**config.mk**
```make
export PLATFORM = sky130hd
export DESIGN_NAME = coalescing_range_set
export DESIGN_NICKNAME = d
export VERILOG_FILES = /design/src/rtl/core/crs_pkg.sv /design/src/rtl/core/crs_ram.sv /design/src/rtl/core/coalescing_range_set.sv
export VERILOG_INCLUDE_DIRS = /design/src /design/src/rtl/core
export SDC_FILE = /design/constraint.sdc
export NUM_CORES = 2
export LEC_CHECK = 0
export ABC_AREA = 1
export BUFFER_PORTS_ARGS = -buffer_cell sky130_fd_sc_hd__buf_2
export CORE_UTILIZATION = 35
export CTS_CLUSTER_DIAMETER = 60
export DETAILED_ROUTE_END_ITERATION = 8
export PLACE_DENSITY_LB_ADDON = 0.3
export SLEW_MARGIN = 20
export SYNTH_ARGS = -nofsm -noshare
export SYNTH_HDL_FRONTEND = slang
export SYNTH_HIERARCHICAL = 1
export SYNTH_SLANG_ARGS = --single-unit
export TNS_END_PERCENT = 5
```
**constraint.sdc**
```tcl
create_clock -name clk_i -period 16.3 [get_ports clk_i]
set_input_delay 0.815 -clock clk_i [delete_from_list [all_inputs] [get_ports clk_i]]
set_output_delay 0.815 -clock clk_i [all_outputs]
set_load 0.01 [all_outputs]
```
**src/rtl/core/assert_macros.svh**
```systemverilog
// assertion macros used by the rtl top level
// no dependencies
`ifndef ASSERT_MACROS_SVH
`define ASSERT_MACROS_SVH

// same-cycle implication, disabled while reset is asserted
`define CRS_ASSERT_NOW(label, clk, rstn, ante, cons, msg) \
  label: assert property (@(posedge clk) disable iff (!rstn) (ante) |-> (cons)) else $error(msg);

// next-cycle implication, disabled while reset is asserted
`define CRS_ASSERT_NEXT(label, clk, rstn, ante, cons, msg) \
  label: assert property (@(posedge clk) disable iff (!rstn) (ante) |=> (cons)) else $error(msg);

`endif

```
**src/rtl/core/crs_pkg.sv**
```systemverilog
// types and constants of the coalescing range set
// no dependencies
package crs_pkg;

  localparam int unsigned MAX_RANGES = 16;
  localparam int unsigned IDX_W      = $clog2(MAX_RANGES);
  localparam int unsigned CNT_W      = $clog2(MAX_RANGES + 1);

  localparam int unsigned ADDR_W  = 32;
  localparam int unsigned SIZE_W  = 33;
  localparam int unsigned END_W   = 33;
  localparam int unsigned WIDE_W  = 34;
  localparam int unsigned LIMIT_W = 33;

  localparam logic [LIMIT_W-1:0] LIMIT_RESET = 33'h1_0000_0000;

  typedef struct packed {
    logic [END_W-1:0]  end_addr;
    logic [ADDR_W-1:0] start_addr;
  } crs_entry_t;

  localparam int unsigned ENTRY_W = $bits(crs_entry_t);

  typedef enum logic [1:0] {
    STATUS_OK    = 2'd0,
    STATUS_LIMIT = 2'd1,
    STATUS_FULL  = 2'd2
  } crs_status_e;

  typedef enum logic [1:0] {
    CMD_RECORD = 2'd0,
    CMD_QUERY  = 2'd1
  } crs_cmd_e;

  typedef enum logic [2:0] {
    ST_IDLE,
    ST_SCAN,
    ST_MERGE,
    ST_COLLAPSE,
    ST_SHIFT,
    ST_INSERT,
    ST_RESP
  } crs_state_e;

endpackage

```
**src/rtl/core/crs_ram.sv**
```systemverilog
// generic single-write, single-read ram with registered read data
// no dependencies
module crs_ram #(
  parameter int unsigned WIDTH = 8,
  parameter int unsigned DEPTH = 16
) (
  input  logic                     clk_i,
  input  logic                     wr_en_i,
  input  logic [$clog2(DEPTH)-1:0] wr_addr_i,
  input  logic [WIDTH-1:0]         wr_data_i,
  input  logic                     rd_en_i,
  input  logic [$clog2(DEPTH)-1:0] rd_addr_i,
  output logic [WIDTH-1:0]         rd_data_o
);

  logic [WIDTH-1:0] mem_q [DEPTH];
  logic [WIDTH-1:0] rd_data_q;

  always_ff @(posedge clk_i) begin
    if (wr_en_i) begin
      mem_q[wr_addr_i] <= wr_data_i;
    end
    if (rd_en_i) begin
      rd_data_q <= mem_q[rd_addr_i];
    end
  end

  assign rd_data_o = rd_data_q;

endmodule

```
**src/rtl/core/coalescing_range_set.sv**
```systemverilog
// top level of the coalescing range set: sequencer, compare unit and table control
// depends on crs_pkg, crs_ram and assert_macros.svh
//
// Usage: each word on the slave stream is one command: s_axis_tuser[0] selects
// record (0) or query (1), s_axis_tdata carries address and size. Every command
// gives exactly one result word on the master stream: contained flag and status.
// The cfg write channel loads memory_limit; it is always ready and must only be
// written while no command is in flight.
// A single table ram port and one shared compare unit visit the stored ranges
// one per cycle. A query scans the table and then responds. A record scans the
// table, then either merges and compacts the tail or opens a slot by moving the
// entries above it up and writes the new range. Out-of-limit and zero size
// records skip the scan and go straight to the response; a full-table record
// responds right after its scan.
// One command is in work at a time; tready is high only while the sequencer
// is idle, but the finished result sits in an output register, so a stalled
// receiver blocks only the command after the one whose result is waiting.
// Reset empties the table (count zero, no clearing pass) and sets memory_limit
// to 2^32.
module coalescing_range_set
  import crs_pkg::*;
(
  input  logic               clk_i,
  input  logic               rst_ni,
  // config write channel: memory_limit
  input  logic               cfg_valid_i,
  output logic               cfg_ready_o,
  input  logic [LIMIT_W-1:0] cfg_data_i,
  // slave stream
  input  logic               s_axis_tvalid,
  output logic               s_axis_tready,
  input  logic [71:0]        s_axis_tdata,  // address[31:0], size[64:32], zero pad
  input  logic [0:0]         s_axis_tuser,  // cmd[0]
  // master stream
  output logic               m_axis_tvalid,
  input  logic               m_axis_tready,
  output logic [7:0]         m_axis_tdata   // contained[0], status[2:1], zero pad
);

  crs_state_e         state_q, state_d;
  logic               is_query_q, is_query_d;
  logic [ADDR_W-1:0]  addr_q, addr_d;
  logic [WIDE_W-1:0]  end_q, end_d;
  logic [CNT_W-1:0]   ptr_q, ptr_d;
  logic               rd_vld_q, rd_vld_d;
  logic [IDX_W-1:0]   rd_idx_q, rd_idx_d;
  logic [CNT_W-1:0]   lo_q, lo_d;
  logic [CNT_W-1:0]   hi_q, hi_d;
  logic               merged_q, merged_d;
  logic [ADDR_W-1:0]  ns_q, ns_d;
  logic [END_W-1:0]   ne_q, ne_d;
  logic [CNT_W-1:0]   count_q, count_d;
  logic               hit_q, hit_d;
  crs_status_e        status_q, status_d;
  logic [LIMIT_W-1:0] limit_q;
  logic               out_vld_q, out_vld_d;
  logic               out_hit_q, out_hit_d;
  crs_status_e        out_status_q, out_status_d;

  logic               ram_wr_en, ram_rd_en;
  logic [IDX_W-1:0]   ram_wr_addr, ram_rd_addr;
  logic [ENTRY_W-1:0] ram_wr_data, ram_rd_data;
  crs_entry_t         rd_ent, wr_ent;

  logic               in_acc;
  logic [ADDR_W-1:0]  in_addr;
  logic [SIZE_W-1:0]  in_size;
  logic [WIDE_W-1:0]  in_end;
  logic               issue;
  logic [CNT_W-1:0]   gone;
  logic [CNT_W-1:0]   rd_idx_ext;
  logic [CNT_W-1:0]   ptr_dec;
  logic [CNT_W-1:0]   wr_pos;

  assign in_addr = s_axis_tdata[31:0];
  assign in_size = s_axis_tdata[64:32];
  assign in_end  = {2'b00, in_addr} + {1'b0, in_size};
  assign in_acc  = s_axis_tvalid && s_axis_tready;

  assign s_axis_tready = (state_q == ST_IDLE);
  assign cfg_ready_o   = 1'b1;
  assign m_axis_tvalid = out_vld_q;
  assign m_axis_tdata  = {5'b00000, out_status_q, out_hit_q};

  assign rd_ent      = crs_entry_t'(ram_rd_data);
  assign ram_wr_data = ENTRY_W'(wr_ent);
  assign gone        = hi_q - lo_q - CNT_W'(1);
  assign rd_idx_ext  = CNT_W'(rd_idx_q);
  assign ptr_dec     = ptr_q - CNT_W'(1);

  crs_ram #(
    .WIDTH (ENTRY_W),
    .DEPTH (MAX_RANGES)
  ) u_table (
    .clk_i     (clk_i),
    .wr_en_i   (ram_wr_en),
    .wr_addr_i (ram_wr_addr),
    .wr_data_i (ram_wr_data),
    .rd_en_i   (ram_rd_en),
    .rd_addr_i (ram_rd_addr),
    .rd_data_o (ram_rd_data)
  );

  always_ff @(posedge clk_i or negedge rst_ni) begin
    if (!rst_ni) begin
      state_q      <= ST_IDLE;
      count_q      <= '0;
      rd_vld_q     <= 1'b0;
      out_vld_q    <= 1'b0;
      limit_q      <= LIMIT_RESET;
    end else begin
      state_q      <= state_d;
      count_q      <= count_d;
      rd_vld_q     <= rd_vld_d;
      out_vld_q    <= out_vld_d;
      if (cfg_valid_i && cfg_ready_o) begin
        limit_q <= cfg_data_i;
      end
    end
  end

  always_ff @(posedge clk_i) begin
    is_query_q   <= is_query_d;
    addr_q       <= addr_d;
    end_q        <= end_d;
    ptr_q        <= ptr_d;
    rd_idx_q     <= rd_idx_d;
    lo_q         <= lo_d;
    hi_q         <= hi_d;
    merged_q     <= merged_d;
    ns_q         <= ns_d;
    ne_q         <= ne_d;
    hit_q        <= hit_d;
    status_q     <= status_d;
    out_hit_q    <= out_hit_d;
    out_status_q <= out_status_d;
  end

  always_comb begin
    state_d      = state_q;
    is_query_d   = is_query_q;
    addr_d       = addr_q;
    end_d        = end_q;
    ptr_d        = ptr_q;
    rd_vld_d     = 1'b0;
    rd_idx_d     = rd_idx_q;
    lo_d         = lo_q;
    hi_d         = hi_q;
    merged_d     = merged_q;
    ns_d         = ns_q;
    ne_d         = ne_q;
    count_d      = count_q;
    hit_d        = hit_q;
    status_d     = status_q;
    out_vld_d    = out_vld_q && !m_axis_tready;
    out_hit_d    = out_hit_q;
    out_status_d = out_status_q;
    ram_wr_en    = 1'b0;
    ram_wr_addr  = lo_q[IDX_W-1:0];
    wr_ent       = rd_ent;
    ram_rd_en    = 1'b0;
    ram_rd_addr  = ptr_q[IDX_W-1:0];
    issue        = 1'b0;
    wr_pos       = rd_idx_ext;

    unique case (state_q)
      ST_IDLE: begin
        if (in_acc) begin
          is_query_d = (s_axis_tuser[0] == CMD_QUERY[0]);
          addr_d     = in_addr;
          end_d      = in_end;
          ptr_d      = '0;
          lo_d       = '0;
          hi_d       = '0;
          merged_d   = 1'b0;
          hit_d      = 1'b0;
          status_d   = STATUS_OK;
          if (s_axis_tuser[0] == CMD_QUERY[0]) begin
            state_d = ST_SCAN;
          end else if (in_size == '0) begin
            state_d = ST_RESP;
          end else if (in_end > {1'b0, limit_q}) begin
            status_d = STATUS_LIMIT;
            state_d  = ST_RESP;
          end else begin
            state_d = ST_SCAN;
          end
        end
      end

      ST_SCAN: begin
        issue     = (ptr_q < count_q);
        ram_rd_en = issue;
        if (issue) begin
          ptr_d    = ptr_q + CNT_W'(1);
          rd_vld_d = 1'b1;
          rd_idx_d = ptr_q[IDX_W-1:0];
        end
        if (rd_vld_q) begin
          if (is_query_q) begin
            if (addr_q >= rd_ent.start_addr && end_q <= {1'b0, rd_ent.end_addr}) begin
              hit_d = 1'b1;
            end
          end else if (rd_ent.end_addr < {1'b0, addr_q}) begin
            // entry lies wholly below the new range
            lo_d = rd_idx_ext + CNT_W'(1);
          end else if ({2'b00, rd_ent.start_addr} <= end_q) begin
            // overlaps or touches: fold into the merged range
            if (!merged_q) begin
              ns_d = (rd_ent.start_addr < addr_q) ? rd_ent.start_addr : addr_q;
            end
            merged_d = 1'b1;
            ne_d     = (rd_ent.end_addr > end_q[END_W-1:0]) ? rd_ent.end_addr
                                                            : end_q[END_W-1:0];
            hi_d     = rd_idx_ext + CNT_W'(1);
          end
        end
        if (!issue && !rd_vld_q) begin
          if (is_query_q) begin
            state_d = ST_RESP;
          end else if (merged_q) begin
            state_d = ST_MERGE;
          end else if (count_q == CNT_W'(MAX_RANGES)) begin
            status_d = STATUS_FULL;
            state_d  = ST_RESP;
          end else begin
            ptr_d   = count_q;
            state_d = ST_SHIFT;
          end
        end
      end

      ST_MERGE: begin
        ram_wr_en          = 1'b1;
        ram_wr_addr        = lo_q[IDX_W-1:0];
        wr_ent.start_addr  = ns_q;
        wr_ent.end_addr    = ne_q;
        ptr_d              = hi_q;
        state_d            = (gone == '0) ? ST_RESP : ST_COLLAPSE;
      end

      ST_COLLAPSE: begin
        // pull the tail down over the entries swallowed by the merge
        issue     = (ptr_q < count_q);
        ram_rd_en = issue;
        if (issue) begin
          ptr_d    = ptr_q + CNT_W'(1);
          rd_vld_d = 1'b1;
          rd_idx_d = ptr_q[IDX_W-1:0];
        end
        if (rd_vld_q) begin
          wr_pos      = rd_idx_ext - gone;
          ram_wr_en   = 1'b1;
          ram_wr_addr = wr_pos[IDX_W-1:0];
        end
        if (!issue && !rd_vld_q) begin
          count_d = count_q - gone;
          state_d = ST_RESP;
        end
      end

      ST_SHIFT: begin
        // move entries at and above the slot up by one, top first
        issue       = (ptr_q > lo_q);
        ram_rd_en   = issue;
        ram_rd_addr = ptr_dec[IDX_W-1:0];
        if (issue) begin
          ptr_d    = ptr_dec;
          rd_vld_d = 1'b1;
          rd_idx_d = ptr_dec[IDX_W-1:0];
        end
        if (rd_vld_q) begin
          wr_pos      = rd_idx_ext + CNT_W'(1);
          ram_wr_en   = 1'b1;
          ram_wr_addr = wr_pos[IDX_W-1:0];
        end
        if (!issue && !rd_vld_q) begin
          state_d = ST_INSERT;
        end
      end

      ST_INSERT: begin
        ram_wr_en         = 1'b1;
        ram_wr_addr       = lo_q[IDX_W-1:0];
        wr_ent.start_addr = addr_q;
        wr_ent.end_addr   = end_q[END_W-1:0];
        count_d           = count_q + CNT_W'(1);
        state_d           = ST_RESP;
      end

      ST_RESP: begin
        if (!out_vld_q || m_axis_tready) begin
          out_vld_d    = 1'b1;
          out_hit_d    = hit_q && is_query_q;
          out_status_d = status_q;
          state_d      = ST_IDLE;
        end
      end

      default: begin
        state_d = ST_IDLE;
      end
    endcase
  end

`include "assert_macros.svh"

  `CRS_ASSERT_NOW(a_count_bound, clk_i, rst_ni, 1'b1, count_q <= CNT_W'(MAX_RANGES), "range count beyond table depth")
  `CRS_ASSERT_NOW(a_read_below_count, clk_i, rst_ni, ram_rd_en, CNT_W'(ram_rd_addr) < count_q, "table read at or above the entry count")
  `CRS_ASSERT_NEXT(a_resp_loads_out, clk_i, rst_ni, (state_q == ST_RESP) && (!out_vld_q || m_axis_tready), m_axis_tvalid && (state_q == ST_IDLE), "result not presented after response state")

endmodule
```
==> impl_metrics.yaml <==
status:
  status: "completed"
worst_setup_path:
  r2r_cells: 17
  worstReg2RegStart: "lo_q[0]"
  crit_arrival_ns: 6.00
  start_kind: "register"
  rr_endpoint: "u_table/mem_q[8][64]"
  crit_fanout: 47
  critPathKind: "reg -> reg"
  r2r_slack_ns: 10.68
  required_ns: 16.68
  endpoint_kind: "register"
timing:
  period_minus_slack_ns: 5.62
  fin_skew_ns: 0.0427
  max_slew_margin: 0.247
  tns_ns: 0
  worst_slew_pin_slew_ns: 1.13
  fmax_ghz: 0.178
  setup-violations-final: 0
  finalHoldViolCount: 0
  fin_crit_sh: 0.345
  slew_viol_final: 0
  final.setup.worst_slack_ns: 10.68
  rsz0062_at_grt: "false"
power_and_ir_drop:
  peakVddDrop_uv: 215
  powerDensity_nw_per_um2: 210
  comb_power_share: 0.421
  power.total_uw: 14700
  leakage_uw: 0.0298
  sw_frac_of_total: 0.428
  switchingPower_uw: 6300
  p_int_uw: 8410
  p_clk_frac: 0.215
  p_seq_frac: 0.363
synth:
  postSynthCellCount: 6204
  yosysWarnings: 6
  netlist-cell-type-count: 59
  synth_area_um2: 62700
  ys_seq_area_frac: 0.622
  async_flop_share: 0.0329
  syn_avg_cell_area_um2: 10.1
  ys.flop_type: "edfxtp_1"
  synth-seq-cells: 1306
  synth_edf_count: 1263
die:
  core_area_um2: 177000
  fp.dieArea_um2: 181000
  num_rows: 154
  chipWidth_um: 425
  pin_count: 122
  start_util: 0.354
  die_y_um: 425
place:
  port_buffers: 108
  dp_hpwl_um: 105000
  gp_congestion: 0.941
  placedCellCount: 8452
  pre_cts_ws_ns: 10.69
clock_network:
  ctsResizeCount: 0
  postCtsHoldBufs: 0
  cts_root_buffer: "clkbuf_16"
  cts_tree: "yes"
  cts_setup_buffers: 0
  path_clk_slew_ns: 0.06
  clk_latency_ns: 0.80
  numCtsBuffers: 143
  clock_sinks: 1306
  ctsLongestPathBuffers: 3
  h-tree-depth: 4
global_route:
  grt_pass1_wl_um: 264000
  overflow: 0
  grt_pass1_vias: 41300
  grt_max_degree: 213
  antenna_found_initial: 6
  grt.total_usage: 0.195
final_layout:
  syn2layout_area_growth_pct: 11.5
  final_nets: 6624
  fin_util: 0.395
  final_common_cell: "nand2_1"
  fin_cells: 8718
  drive_gt1_frac: 0.0678
  layout_common_cells: "nand2_1 (1782), edfxtp_1 (1263), inv_1 (1038)"
min_path:
  hp-class: "in -> async"
detailed_routing:
  wl_per_cell_um: 20.4
  drtPass1Iterations: 6
  ant_nets: 0
  dr_total_vias: 43300
  drt_iter0_drc: 3709
  viasPerCell: 4.97
  drt-total-wl_um: 178000
  route.detailed.drc: 0
flow_run:
  max_cap_viol_count: 0
-- power by group through the flow --
stage / logic, uW / clock network [uW] / registers (uW)
floorplan: 4450 / 0 / 5220
global placement: 6080 / 0 / 5400
detailed placement: 6160 / 0 / 5400
CTS: 6190 / 3220 / 5340
global route: 6930 / 3350 / 5380
finish: 6200 / 3160 / 5350
-- stage by stage --
stage | cell area [um2] | hold slack [ns]
finish | 69900 | 0.0399
global route | 69900 | 0.0475
CTS | 69900 | 0.167
detailed placement | 65300 | 0.406
global placement | 65300 | 0.407
floorplan | 62700 | 0.400
-- routing by layer --
layer	wire length, um	share of wire	GRT usage	vias to the layer above
li1	-	-	-	20600
met1	78200	0.44	0.267	21000
met2	82500	0.46	0.314	1427
met3	11400	0.064	0.0287	281
met4	5710	0.032	0.0679	2
met5	11	0.000062	0	-
-- critical path, cell delays in order (launching register included) --
cell	delay (ns)
edfxtp_1	0.42
inv_1	0.08
ha_1	0.18
inv_1	0.07
fa_1	0.38
or2_2	0.32
nand2_1	0.18
ha_1	0.30
a21oi_1	0.16
nand2_1	0.09
xor2_1	0.18
a21oi_1	0.08
o21ai_0	0.08
nand3_1	0.09
o211ai_1	0.23
nand3b_1	0.40
nor2_4	0.96
buf_4	0.94
-- worst max path at each step --
stage | depth (start not counted) | slack, ns | endpoint | start
global placement | 17 | 10.82 | u_table/mem_q[8][26] | lo_q[0]
global route | 14 | 10.41 | u_table/rd_data_o[23] | state_q[1]
detailed placement | 17 | 10.69 | u_table/mem_q[8][23] | lo_q[0]
floorplan | 5 | 9.82 | rd_vld_q | ptr_q[2]
CTS | 17 | 10.66 | u_table/mem_q[8][37] | lo_q[0]
finish | 17 | 10.68 | u_table/mem_q[8][64] | lo_q[0]
-- cell usage after synthesis, types with 7 or more instances --
cell type | instances | share of area
nor2_1 | 158 | 0.0095
buf_6 | 42 | 0.0075
clkbuf_1 | 55 | 0.0033
buf_1 | 7 | 0.00042
buf_4 | 25 | 0.0030
o211ai_1 | 12 | 0.0014
dfrtp_1 | 42 | 0.017
inv_1 | 1042 | 0.062
a211oi_1 | 7 | 0.00084
o21ai_1 | 22 | 0.0018
nand4_1 | 23 | 0.0023
edfxtp_1 | 1263 | 0.60
xor2_1 | 33 | 0.0046
nand2_1 | 1782 | 0.11
nor3_1 | 28 | 0.0022
buf_2 | 137 | 0.011
ha_1 | 252 | 0.050
a21oi_1 | 171 | 0.014
a22oi_1 | 65 | 0.0078
xnor2_1 | 11 | 0.0015
o21ai_2 | 17 | 0.0024
nor4_1 | 12 | 0.0012
o21ai_0 | 99 | 0.0079
o21a_1 | 7 | 0.00084
nand3_1 | 822 | 0.066
nand2_2 | 8 | 0.00080
-- registers in the layout (all words and copies together), names as in the netlist, 2 cells and up --
signal / flops
hi_q: 5
ptr_q: 5
ne_q: 33
addr_q: 32
rd_idx_q: 4
u_table/mem_q: 1040
limit_q: 33
u_table/rd_data_o: 65
state_q: 3
status_q: 2
count_q: 5
ns_q: 32
end_q: 34
out_status_q: 2
lo_q: 5
-- cell type report --
| type | count | area [um2] |
|---|---|---|
| antenna | 9 | 22.5 |
| clock buffer | 176 | 3740 |
| clock inverter | 81 | 825 |
| fill | 16900 | 107000 |
| inverter | 1046 | 3970 |
| multi-input combinational | 3590 | 18400 |
| sequential | 1306 | 39000 |
| tap | 2340 | 2930 |
| timing repair buffer | 170 | 1020 |
-- cells by family (layout without fill, tap and decap cells) --
kind of cell / count (synthesis) / in the layout / synth area share
and+or+nand+nor: 2845 / 2845 / 0.190
buffers and inverters: 1312 / 1473 / 0.0879
xor gates and xnor gates: 44 / 44 / 0.00615
muxes: 1 / 1 / 0.000180
DFF: 1306 / 1306 / 0.622
adders and majority gates: 256 / 256 / 0.0516
other: 2 / 15 / 0.000120
AOI/OAI and AO/OA: 438 / 438 / 0.0422
(Power assumes the default switching activity.)
